<file path="config.mk">
export PLATFORM = sky130hd
export DESIGN_NAME = nal_emulation_byte_removal
export DESIGN_NICKNAME = d
export VERILOG_FILES = /design/src/hw/rtl/nal_ebr_pkg.sv /design/src/hw/rtl/nal_emulation_byte_removal.sv /design/src/hw/rtl/nal_ebr_front.sv /design/src/hw/rtl/nal_ebr_queue.sv /design/src/hw/rtl/nal_ebr_back.sv
export SDC_FILE = /design/constraint.sdc
export NUM_CORES = 1
export LEC_CHECK = 0
export ABC_AREA = 0
export BUFFER_PORTS_ARGS = -buffer_cell sky130_fd_sc_hd__buf_2
export CORE_MARGIN = 2
export CORE_UTILIZATION = 59
export CTS_CLUSTER_DIAMETER = 120
export DETAILED_ROUTE_END_ITERATION = 6
export GPL_ROUTABILITY_DRIVEN = 1
export PLACE_DENSITY = 0.86
export SETUP_SLACK_MARGIN = 0.5
export SKIP_LAST_GASP = 1
export SYNTH_ARGS = -nofsm -noshare
export SYNTH_HDL_FRONTEND = slang
export SYNTH_SLANG_ARGS = --single-unit
export TNS_END_PERCENT = 1
</file>
<file path="constraint.sdc">
create_clock -name clk_i -period 4.4 [get_ports clk_i]
set_clock_uncertainty 0.2 [all_clocks]
set_input_delay 0.88 -clock clk_i [delete_from_list [all_inputs] [get_ports clk_i]]
set_output_delay 0.88 -clock clk_i [all_outputs]
set_load 0.05 [all_outputs]
</file>
<file path="src/hw/rtl/nal_ebr_pkg.sv">
`timescale 1ns / 1ps

package nal_ebr_pkg;

  localparam logic [7:0] ZeroByte  = 8'h00;
  localparam logic [7:0] StartByte = 8'h01;
  localparam logic [7:0] EmuByte   = 8'h03;
  localparam logic [1:0] ZeroRunMax = 2'd3;
  localparam logic [1:0] ZeroRunStart = 2'd2;

  // One queue entry describes the words caused by one input word: an optional
  // held byte followed by a number of zero bytes.
  typedef struct packed {
    logic       held_emit;
    logic [7:0] held_value;
    logic [1:0] zeros;
    logic       first;
    logic       last;
    logic       err;
  } entry_t;

endpackage

</file>
<file path="src/hw/rtl/nal_emulation_byte_removal.sv">
`timescale 1ns / 1ps

// Annex B start code and emulation prevention byte removal.
// Input channel: a word (in_byte_i, flush_i) is taken at a rising edge with
// push high and full low. A word with flush_i set ends the stream and closes
// the open unit; its byte is ignored.
// Result channel: while empty is low the oldest payload byte and its first,
// last and error marks are on the result ports; pop takes it.
// The block takes one input word every cycle while the queue has room. The
// newest payload byte is held inside until the next non-zero byte, start code
// or flush shows whether it is last, so a byte leaves only after a later
// input word. From that word, the result passes through the queue and the
// output register to the ports.
// One input word can cause up to four result words, which leave one per cycle
// through the output register while not stalled; the queue between the parser
// and the output absorbs such bursts and raises full when no entry is free.
// When the receiver stalls, the current result holds, the queue fills and
// full stops the input. Reset clears the queue and returns the parser to the
// state before the first start code.
module nal_emulation_byte_removal #(
  parameter int QueueDepth = 4
) (
  input  logic       clk_i,
  input  logic       rst_ni,
  input  logic       push,
  output logic       full,
  input  logic [7:0] in_byte_i,
  input  logic       flush_i,
  output logic       empty,
  input  logic       pop,
  output logic [7:0] rbsp_out_o,
  output logic       first_of_unit_o,
  output logic       last_of_unit_o,
  output logic       zero_run_error_o
);
  import nal_ebr_pkg::*;

  logic   accept;
  logic   enq;
  entry_t enq_entry;
  entry_t head;
  logic   head_empty;
  logic   head_pop;

  assign accept = push && !full;

  nal_ebr_front u_front (
    .clk_i     (clk_i),
    .rst_ni    (rst_ni),
    .accept_i  (accept),
    .in_byte_i (in_byte_i),
    .flush_i   (flush_i),
    .enq_o     (enq),
    .entry_o   (enq_entry)
  );

  nal_ebr_queue #(
    .Depth (QueueDepth)
  ) u_queue (
    .clk_i     (clk_i),
    .rst_ni    (rst_ni),
    .wr_i      (enq),
    .wr_data_i (enq_entry),
    .full_o    (full),
    .rd_i      (head_pop),
    .rd_data_o (head),
    .empty_o   (head_empty)
  );

  nal_ebr_back u_back (
    .clk_i            (clk_i),
    .rst_ni           (rst_ni),
    .head_i           (head),
    .head_empty_i     (head_empty),
    .head_pop_o       (head_pop),
    .empty_o          (empty),
    .pop_i            (pop),
    .rbsp_out_o       (rbsp_out_o),
    .first_of_unit_o  (first_of_unit_o),
    .last_of_unit_o   (last_of_unit_o),
    .zero_run_error_o (zero_run_error_o)
  );

endmodule

</file>
<file path="src/hw/rtl/nal_ebr_front.sv">
`timescale 1ns / 1ps

module nal_ebr_front (
  input  logic                clk_i,
  input  logic                rst_ni,
  input  logic                accept_i,
  input  logic [7:0]          in_byte_i,
  input  logic                flush_i,
  output logic                enq_o,
  output nal_ebr_pkg::entry_t entry_o
);
  import nal_ebr_pkg::*;

  logic       inside_q, inside_d;
  logic       held_valid_q, held_valid_d;
  logic [7:0] held_value_q, held_value_d;
  logic [1:0] zero_run_q, zero_run_d;
  logic       first_pending_q, first_pending_d;
  logic       emu;

  assign emu = (in_byte_i == EmuByte) && (zero_run_q >= ZeroRunStart);

  always_comb begin
    inside_d        = inside_q;
    held_valid_d    = held_valid_q;
    held_value_d    = held_value_q;
    zero_run_d      = zero_run_q;
    first_pending_d = first_pending_q;
    enq_o           = 1'b0;
    entry_o         = '0;
    if (accept_i) begin
      if (flush_i || ((in_byte_i == StartByte) && (zero_run_q >= ZeroRunStart))) begin
        entry_o.held_emit  = held_valid_q;
        entry_o.held_value = held_value_q;
        entry_o.first      = first_pending_q;
        entry_o.last       = 1'b1;
        enq_o              = held_valid_q;
        held_valid_d       = 1'b0;
        held_value_d       = ZeroByte;
        zero_run_d         = '0;
        inside_d           = !flush_i;
        first_pending_d    = !flush_i;
      end else if (in_byte_i == ZeroByte) begin
        if (zero_run_q != ZeroRunMax) begin
          zero_run_d = zero_run_q + 2'd1;
        end
      end else begin
        zero_run_d = '0;
        if (inside_q) begin
          entry_o.held_emit  = held_valid_q;
          entry_o.held_value = held_value_q;
          entry_o.zeros      = emu ? (zero_run_q - 2'd1) : zero_run_q;
          entry_o.first      = first_pending_q;
          entry_o.err        = (zero_run_q == ZeroRunMax);
          enq_o              = held_valid_q || (entry_o.zeros != 2'd0);
          if (enq_o) begin
            first_pending_d = 1'b0;
          end
          held_value_d = emu ? ZeroByte : in_byte_i;
          held_valid_d = 1'b1;
        end
      end
    end
  end

  always_ff @(posedge clk_i or negedge rst_ni) begin
    if (!rst_ni) begin
      inside_q        <= 1'b0;
      held_valid_q    <= 1'b0;
      held_value_q    <= ZeroByte;
      zero_run_q      <= '0;
      first_pending_q <= 1'b0;
    end else begin
      inside_q        <= inside_d;
      held_valid_q    <= held_valid_d;
      held_value_q    <= held_value_d;
      zero_run_q      <= zero_run_d;
      first_pending_q <= first_pending_d;
    end
  end

endmodule

</file>
<file path="src/hw/rtl/nal_ebr_queue.sv">
`timescale 1ns / 1ps

module nal_ebr_queue #(
  parameter int Depth = 4
) (
  input  logic                clk_i,
  input  logic                rst_ni,
  input  logic                wr_i,
  input  nal_ebr_pkg::entry_t wr_data_i,
  output logic                full_o,
  input  logic                rd_i,
  output nal_ebr_pkg::entry_t rd_data_o,
  output logic                empty_o
);
  import nal_ebr_pkg::*;

  localparam int PtrW = $clog2(Depth);
  localparam int CntW = $clog2(Depth + 1);
  localparam logic [PtrW-1:0] LastPtr = PtrW'(Depth - 1);
  localparam logic [CntW-1:0] FullCnt = CntW'(Depth);

  entry_t          mem_q [Depth];
  logic [PtrW-1:0] wr_ptr_q, rd_ptr_q;
  logic [CntW-1:0] count_q;

  assign full_o    = (count_q == FullCnt);
  assign empty_o   = (count_q == '0);
  assign rd_data_o = mem_q[rd_ptr_q];

  always_ff @(posedge clk_i) begin
    if (wr_i) begin
      mem_q[wr_ptr_q] <= wr_data_i;
    end
  end

  always_ff @(posedge clk_i or negedge rst_ni) begin
    if (!rst_ni) begin
      wr_ptr_q <= '0;
      rd_ptr_q <= '0;
      count_q  <= '0;
    end else begin
      if (wr_i) begin
        wr_ptr_q <= (wr_ptr_q == LastPtr) ? '0 : wr_ptr_q + PtrW'(1);
      end
      if (rd_i) begin
        rd_ptr_q <= (rd_ptr_q == LastPtr) ? '0 : rd_ptr_q + PtrW'(1);
      end
      if (wr_i && !rd_i) begin
        count_q <= count_q + CntW'(1);
      end else if (rd_i && !wr_i) begin
        count_q <= count_q - CntW'(1);
      end
    end
  end

endmodule

</file>
<file path="src/hw/rtl/nal_ebr_back.sv">
`timescale 1ns / 1ps

module nal_ebr_back (
  input  logic                clk_i,
  input  logic                rst_ni,
  input  nal_ebr_pkg::entry_t head_i,
  input  logic                head_empty_i,
  output logic                head_pop_o,
  output logic                empty_o,
  input  logic                pop_i,
  output logic [7:0]          rbsp_out_o,
  output logic                first_of_unit_o,
  output logic                last_of_unit_o,
  output logic                zero_run_error_o
);
  import nal_ebr_pkg::*;

  logic [1:0] idx_q;
  logic [2:0] total;
  logic       last_word;
  logic       adv;
  logic       out_valid_q;
  logic [7:0] out_byte_q;
  logic       out_first_q, out_last_q, out_err_q;

  assign total     = {2'b00, head_i.held_emit} + {1'b0, head_i.zeros};
  assign last_word = (({1'b0, idx_q} + 3'd1) == total);
  assign adv       = !head_empty_i && (!out_valid_q || pop_i);
  assign head_pop_o = adv && last_word;

  assign empty_o          = !out_valid_q;
  assign rbsp_out_o       = out_byte_q;
  assign first_of_unit_o  = out_first_q;
  assign last_of_unit_o   = out_last_q;
  assign zero_run_error_o = out_err_q;

  always_ff @(posedge clk_i or negedge rst_ni) begin
    if (!rst_ni) begin
      idx_q       <= '0;
      out_valid_q <= 1'b0;
    end else begin
      if (adv) begin
        out_valid_q <= 1'b1;
        idx_q       <= last_word ? 2'd0 : idx_q + 2'd1;
      end else if (pop_i) begin
        out_valid_q <= 1'b0;
      end
    end
  end

  always_ff @(posedge clk_i) begin
    if (adv) begin
      out_byte_q  <= (head_i.held_emit && (idx_q == 2'd0)) ? head_i.held_value : ZeroByte;
      out_first_q <= head_i.first && (idx_q == 2'd0);
      out_last_q  <= head_i.last;
      out_err_q   <= head_i.err;
    end
  end

endmodule

</file>
=== Word level (Yosys, flattened, before mapping) ===
Memories as Yosys holds them, arrays and structs flattened.
Cells that the tools add are included.

* Register bits after elaboration: 34
* Memory bits (writable): 56
* Bits of input ports: 13
* Output and inout port bits: 13
* Logic and storage cells: 103
* Memories kept: 1

* Add/sub/neg operators: 9
* Magnitude comparators: 1
* Equal/unequal tests: 10
* Multiplexer cells: 38
* Reduce and logical (&&, ||, !) cells: 30

{| class="wikitable"
|+ Memories
! name !! depth !! width !! read ports !! clocked after memory_dff !! wr ports !! line !! text
|-
| u_queue.mem_q || 4 || 14 || 1 || 0 || 1 || nal_ebr_queue.sv:22 || <nowiki>entry_t mem_q [Depth];</nowiki>
|}

{| class="wikitable"
|+ Operator list
! kind !! number
|-
| $mux W8 || 4
|-
| $mux W12 || 2
|-
| $mux W1 || 20
|-
| $mux W2 || 8
|-
| $mux W14 || 1
|-
| $reduce_bool A2 Y1 || 5
|-
| $logic_and A1 B1 Y1 || 9
|-
| $mux W9 || 1
|-
| $add A2 B1 Y2 const B || 4
|-
| $eq A8 B1 Y1 const B || 1
|-
| $eq A8 B2 Y1 const B || 1
|-
| $logic_not A8 Y1 || 1
|-
| $eq A2 B2 Y1 const B || 3
|-
| $logic_not A1 Y1 || 6
|-
| $mux W3 || 2
|-
| $reduce_and A2 Y1 || 2
|-
| $reduce_and A4 Y1 || 1
|-
| $add A1 B2 Y3 || 1
|-
| $add A2 B1 Y3 const B || 1
|-
| $add A3 B1 Y3 const B || 1
|-
| $eq A3 B3 Y1 || 1
|-
| $eq A3 B3 Y1 const B || 1
|-
| $logic_not A3 Y1 || 1
|-
| $logic_or A1 B1 Y1 || 3
|-
| 8 further kinds || 8
|}

=== Depth between registers and ports, before layout ===
* Depth after elaboration: 13
* Mapped depth: 14
* Gate-level depth less buffers: 12

=== By module ===
A second synthesis with hierarchy kept.

* Cells, all modules: 238
* Area total of the unflattened synthesis: 3,901.2 sq um

{| class="wikitable"
|+ By module, submodules not included
! module !! times used !! cells each !! area an instance (sq um) !! sequential area each (sq um)
|-
| nal_ebr_queue || 1 || 110 || 2,468.6 || 1,856.8
|-
| nal_ebr_front || 1 || 85 || 812.0 || 325.3
|-
| nal_ebr_back || 1 || 42 || 606.8 || 405.4
|-
| nal_emulation_byte_removal || 1 || 1 || 13.8 || 0.0
|}

=== Worst setup path after synthesis ===
Ideal clock, no wire load.

* Path kind: reg-to-reg
* Start: register u_queue.rd_ptr_q[0]
* End: register u_queue.count_q[1]
* Library setup time: 0.125 ns
* Arrival time: 3.341 ns
* Required time: 4.075 ns
* Slack: 0.735 ns
* Stages on the path, launching flop included: 13
* Buffers on the path: 2
* Clock period less this slack: 3.665 ns
* Path through: dfrtp_1 -> buf_2 -> buf_2 -> mux4_2 -> ha_1 -> ha_1 -> xor2_1 -> nor3_1 -> nand2_1 -> ha_1 -> inv_1 -> fa_1 -> mux2_2

* Word-level cells in the longest chain between the ends: 7
* Elaborated cells on any way between the ends: 9
* Those cells by class: 1 x add/sub; 1 x eq/ne; 1 x mux; 5 x reduce/logical; 1 x memory

{| class="wikitable"
|+ RTL lines
! what !! line !! text
|-
| start: declaration || nal_ebr_queue.sv:23 || <nowiki>logic [PtrW-1:0] wr_ptr_q, rd_ptr_q;</nowiki>
|-
| start signal: assignment || nal_ebr_queue.sv:46 || <nowiki>rd_ptr_q <= (rd_ptr_q == LastPtr) ? '0 : rd_ptr_q + PtrW'(1);</nowiki>
|-
| $mem_v2 Z4 W14 * || -- ||
|-
| $add A1 B2 Y3 * || nal_ebr_back.sv:26 || <nowiki>assign total = {2'b00, head_i.held_emit} + {1'b0, head_i.zeros};</nowiki>
|-
| $eq A3 B3 Y1 * || nal_ebr_back.sv:27 || <nowiki>assign last_word = (({1'b0, idx_q} + 3'd1) == total);</nowiki>
|-
| $logic_and A1 B1 Y1 * || nal_ebr_back.sv:29 || <nowiki>assign head_pop_o = adv && last_word;</nowiki>
|-
| $logic_not A1 Y1 || nal_ebr_queue.sv:48 || <nowiki>if (wr_i && !rd_i) begin</nowiki>
|-
| $logic_and A1 B1 Y1 || nal_ebr_queue.sv:48 ||
|-
| $mux W3 / $reduce_bool A2 Y1 (equally long branches) || -- ||
|-
| end signal: assignment || nal_ebr_queue.sv:49 || <nowiki>count_q <= count_q + CntW'(1);</nowiki>
|-
| end signal: assignment || nal_ebr_queue.sv:51 || <nowiki>count_q <= count_q - CntW'(1);</nowiki>
|-
| end: declaration || nal_ebr_queue.sv:24 || <nowiki>logic [CntW-1:0] count_q;</nowiki>
|}

Every way passes the cells marked *; elsewhere a longest branch is shown, timed or not.
A chain may end at the register's enable or synchronous reset.

=== Worst setup path in the final report ===
Same ends and word-level chain as after synthesis.

==> results.ini <==
[power]
leakagePower_nw = 1.647
p_per_area_nw_per_um2 = 545.3
irDropWorstVdd_v = 0.0003308

[clock_tree]
htreeDepth = 3
clk_latency_ns = 0.35
clock-root-buffer = clkbuf_8
clk_pin_slew_ns = 0.09
tritoncts = built
clockBufferDepth = 2
cts_made_buffers = 9
numClockSinks = 90
post-cts-setup-buffers = 0

[placement]
io_buffers = 25
placed_cell_area_um2 = 4056
place_hpwl_um = 4567
place.gp.congestion = 0.8077

[logic_synthesis]
ys_top_cells_by_area = edfxtp_1, dfrtp_1, mux4_2
synthesis.nets = 259
yosys-mux-area-fraction = 0.1071
synth_top_family_by_area = multiplexers
synth_cell_types = 40
synth_fa_ha_area_frac = 0.04768
ys_seq_elements = 90
syn_avg_cell_area_um2 = 16.51
ys_warn_count = 0
synth-compound-area-share = 0.04670
yosysTopAreaCell = edfxtp_1
synth_top_area_frac = 0.5251
synth_xor_area_frac = 0.01600
async_flop_share = 0.2556
ys_seq_area_frac = 0.6754
synthCells = 232
synthSimpleGateAreaFrac = 0.09046
synth_flop_cell = edfxtp_1
synth_edf_count = 67
synth_area_um2 = 3831

[drt]
viasPerCell = 5.736
wire_per_inst_um = 18.25
antenna_left = 0
drt_wl_total_um = 6369
route.detailed.drc = 0
vias = 2002
drt-initial-drc-count = 98
dr.pass1.iters = 4

[critical_path]
worst_ep_arrival_time_ns = 3.66
crit_path_start_kind = flip-flop
cp_max_fo = 9
rr_worst_depth = 10
end_kind = flip-flop
worstSetupPathType = reg2reg
required_ns = 4.44

[die]
fp.dieH_um = 84.58
dieArea_um2 = 7154
start_util = 0.6068
row_count = 29
io_pins = 26
core_area_um2 = 6314
die_w_um = 84.58

[final_layout]
multi_input_area_um2 = 1180
final_util = 0.6744
insertedDiodeCount = 0
final_common_cell = edfxtp_1
layout_common_cells = edfxtp_1, buf_2, dfrtp_1, mux4_2, ha_1
regArea_um2 = 2589
fillers = 430
fin_area_um2 = 4258
drive_gt1_frac = 0.2721
fin_nets = 294
syn_to_final_growth_pct = 11.14

[sta]
grt_setup_unrepaired = false
whs_ns = 0.2980
setup_viol = 0
slew_violations = 0
fmax_mhz = 276.7
relSlewSlack = 0.6113
tightest_slew_ns = 0.5805
period_share = 0.8213
hold_viol_final = 0
setup_tns_ns = 0
post-route-min-period_ns = 3.614

[grt]
antenna_found_initial = 0
grt.total_usage = 0.1935
grt_pass1_wl_um = 10240
grt_max_degree = 24
globalRouteOverflowTotal = 0
grt_pass1_vias = 2099

[run_status]
status = completed

[job]
cap_violations = 0

[min_path]
hold_class = in2async

==> registers in the layout (all words and copies together) (netlist names), 2 cells and up <==
signal,count
u_queue.count_q,3
u_back.idx_q,2
u_back.rbsp_out_o,8
u_front.held_value_q,8
u_queue.mem_q,56
u_front.zero_run_q,2
u_queue.wr_ptr_q,2
u_queue.rd_ptr_q,2
==> path summary, 6_finish.rpt <==
kind	from	end	slack (ns)
setup / recovery	u_queue.rd_ptr_q[0]$_DFFE_PN0P_	u_queue.count_q[1]$_DFFE_PN0P_	0.79
hold / removal	rst_ni	u_front.zero_run_q[1]$_DFFE_PN0P_	0.30
setup reg to reg	u_queue.rd_ptr_q[0]$_DFFE_PN0P_	u_queue.count_q[1]$_DFFE_PN0P_	0.79
hold reg to reg	u_queue.count_q[2]$_DFFE_PN0P_	u_queue.count_q[2]$_DFFE_PN0P_	0.30
max in group asynchronous	rst_ni	u_queue.rd_ptr_q[0]$_DFFE_PN0P_	3.31
min in group clk_i	u_queue.count_q[2]$_DFFE_PN0P_	u_queue.count_q[2]$_DFFE_PN0P_	0.30
==> metal layers <==
metal,up-vias,global-route usage,routed length [um]
li1,953,-,-
met1,988,0.2469,2794
met2,54,0.3250,3215
met3,7,0.03933,260
met4,0,0.08369,98
met5,-,0,0
==> synth_stat cells, drive strengths merged (4+ instances only) <==
library cell	instances
nand2	8
nor2	12
ha	13
dfrtp	23
and2	14
edfxtp	67
inv	12
xor2	4
and3	9
a22o	8
mux2	4
a21oi	7
mux4	14
==> kinds of logic after synthesis <==
group	Yosys count
flip-flops	90
XOR/XNOR	7
multiplexers	21
AO/OA/AOI/OAI	26
adder cells (fa/ha/maj)	14
AND/OR/NAND/NOR	58
buffers and inverters	16
==> timing repair <==
item	CTS	global route
endpoints found under the hold margin	0	0
endpoints found under the setup margin	0	2
resized for setup	0	1
hold buffers	0	0
==> critical path: stages, from the launching register on <==
cell	delay, ns
dfrtp_2	0.53
mux4_2	0.63
ha_1	0.25
ha_1	0.30
xor2_1	0.16
nor3_1	0.29
nand2_1	0.19
ha_1	0.24
inv_1	0.08
fa_1	0.38
mux2_2	0.26
==> final cells by class <==
type / instances / share of cell area
clock buffers: 9 / 0.02909
flip-flops and latches: 90 / 0.6080
repair buffers: 28 / 0.03468
well taps: 77 / 0.02263
clock inverters: 7 / 0.01793
multi-input cells: 126 / 0.2771
inverters: 12 / 0.01058
==> power by group <==
group | leakage, nW | switching [W] | internal (W) | total (W)
clock | 0.0962 | 0.000294 | 0.000266 | 0.000561
combinational | 0.630 | 0.000411 | 0.000265 | 0.000675
sequential | 0.921 | 0.0000749 | 0.00101 | 0.00109
total | 1.65 | 0.000780 | 0.00154 | 0.00232
==> stage by stage <==
stage	total power [W]	cells	setup slack (ns)
after floorplan	0.001618	232	0.7347
after global placement	0.001757	333	0.7542
after detailed placement	0.001786	333	0.6440
after CTS	0.002339	349	0.6152
after global routing	0.002436	349	0.5326
final	0.002322	349	0.7864
(Power assumes the default switching activity.)
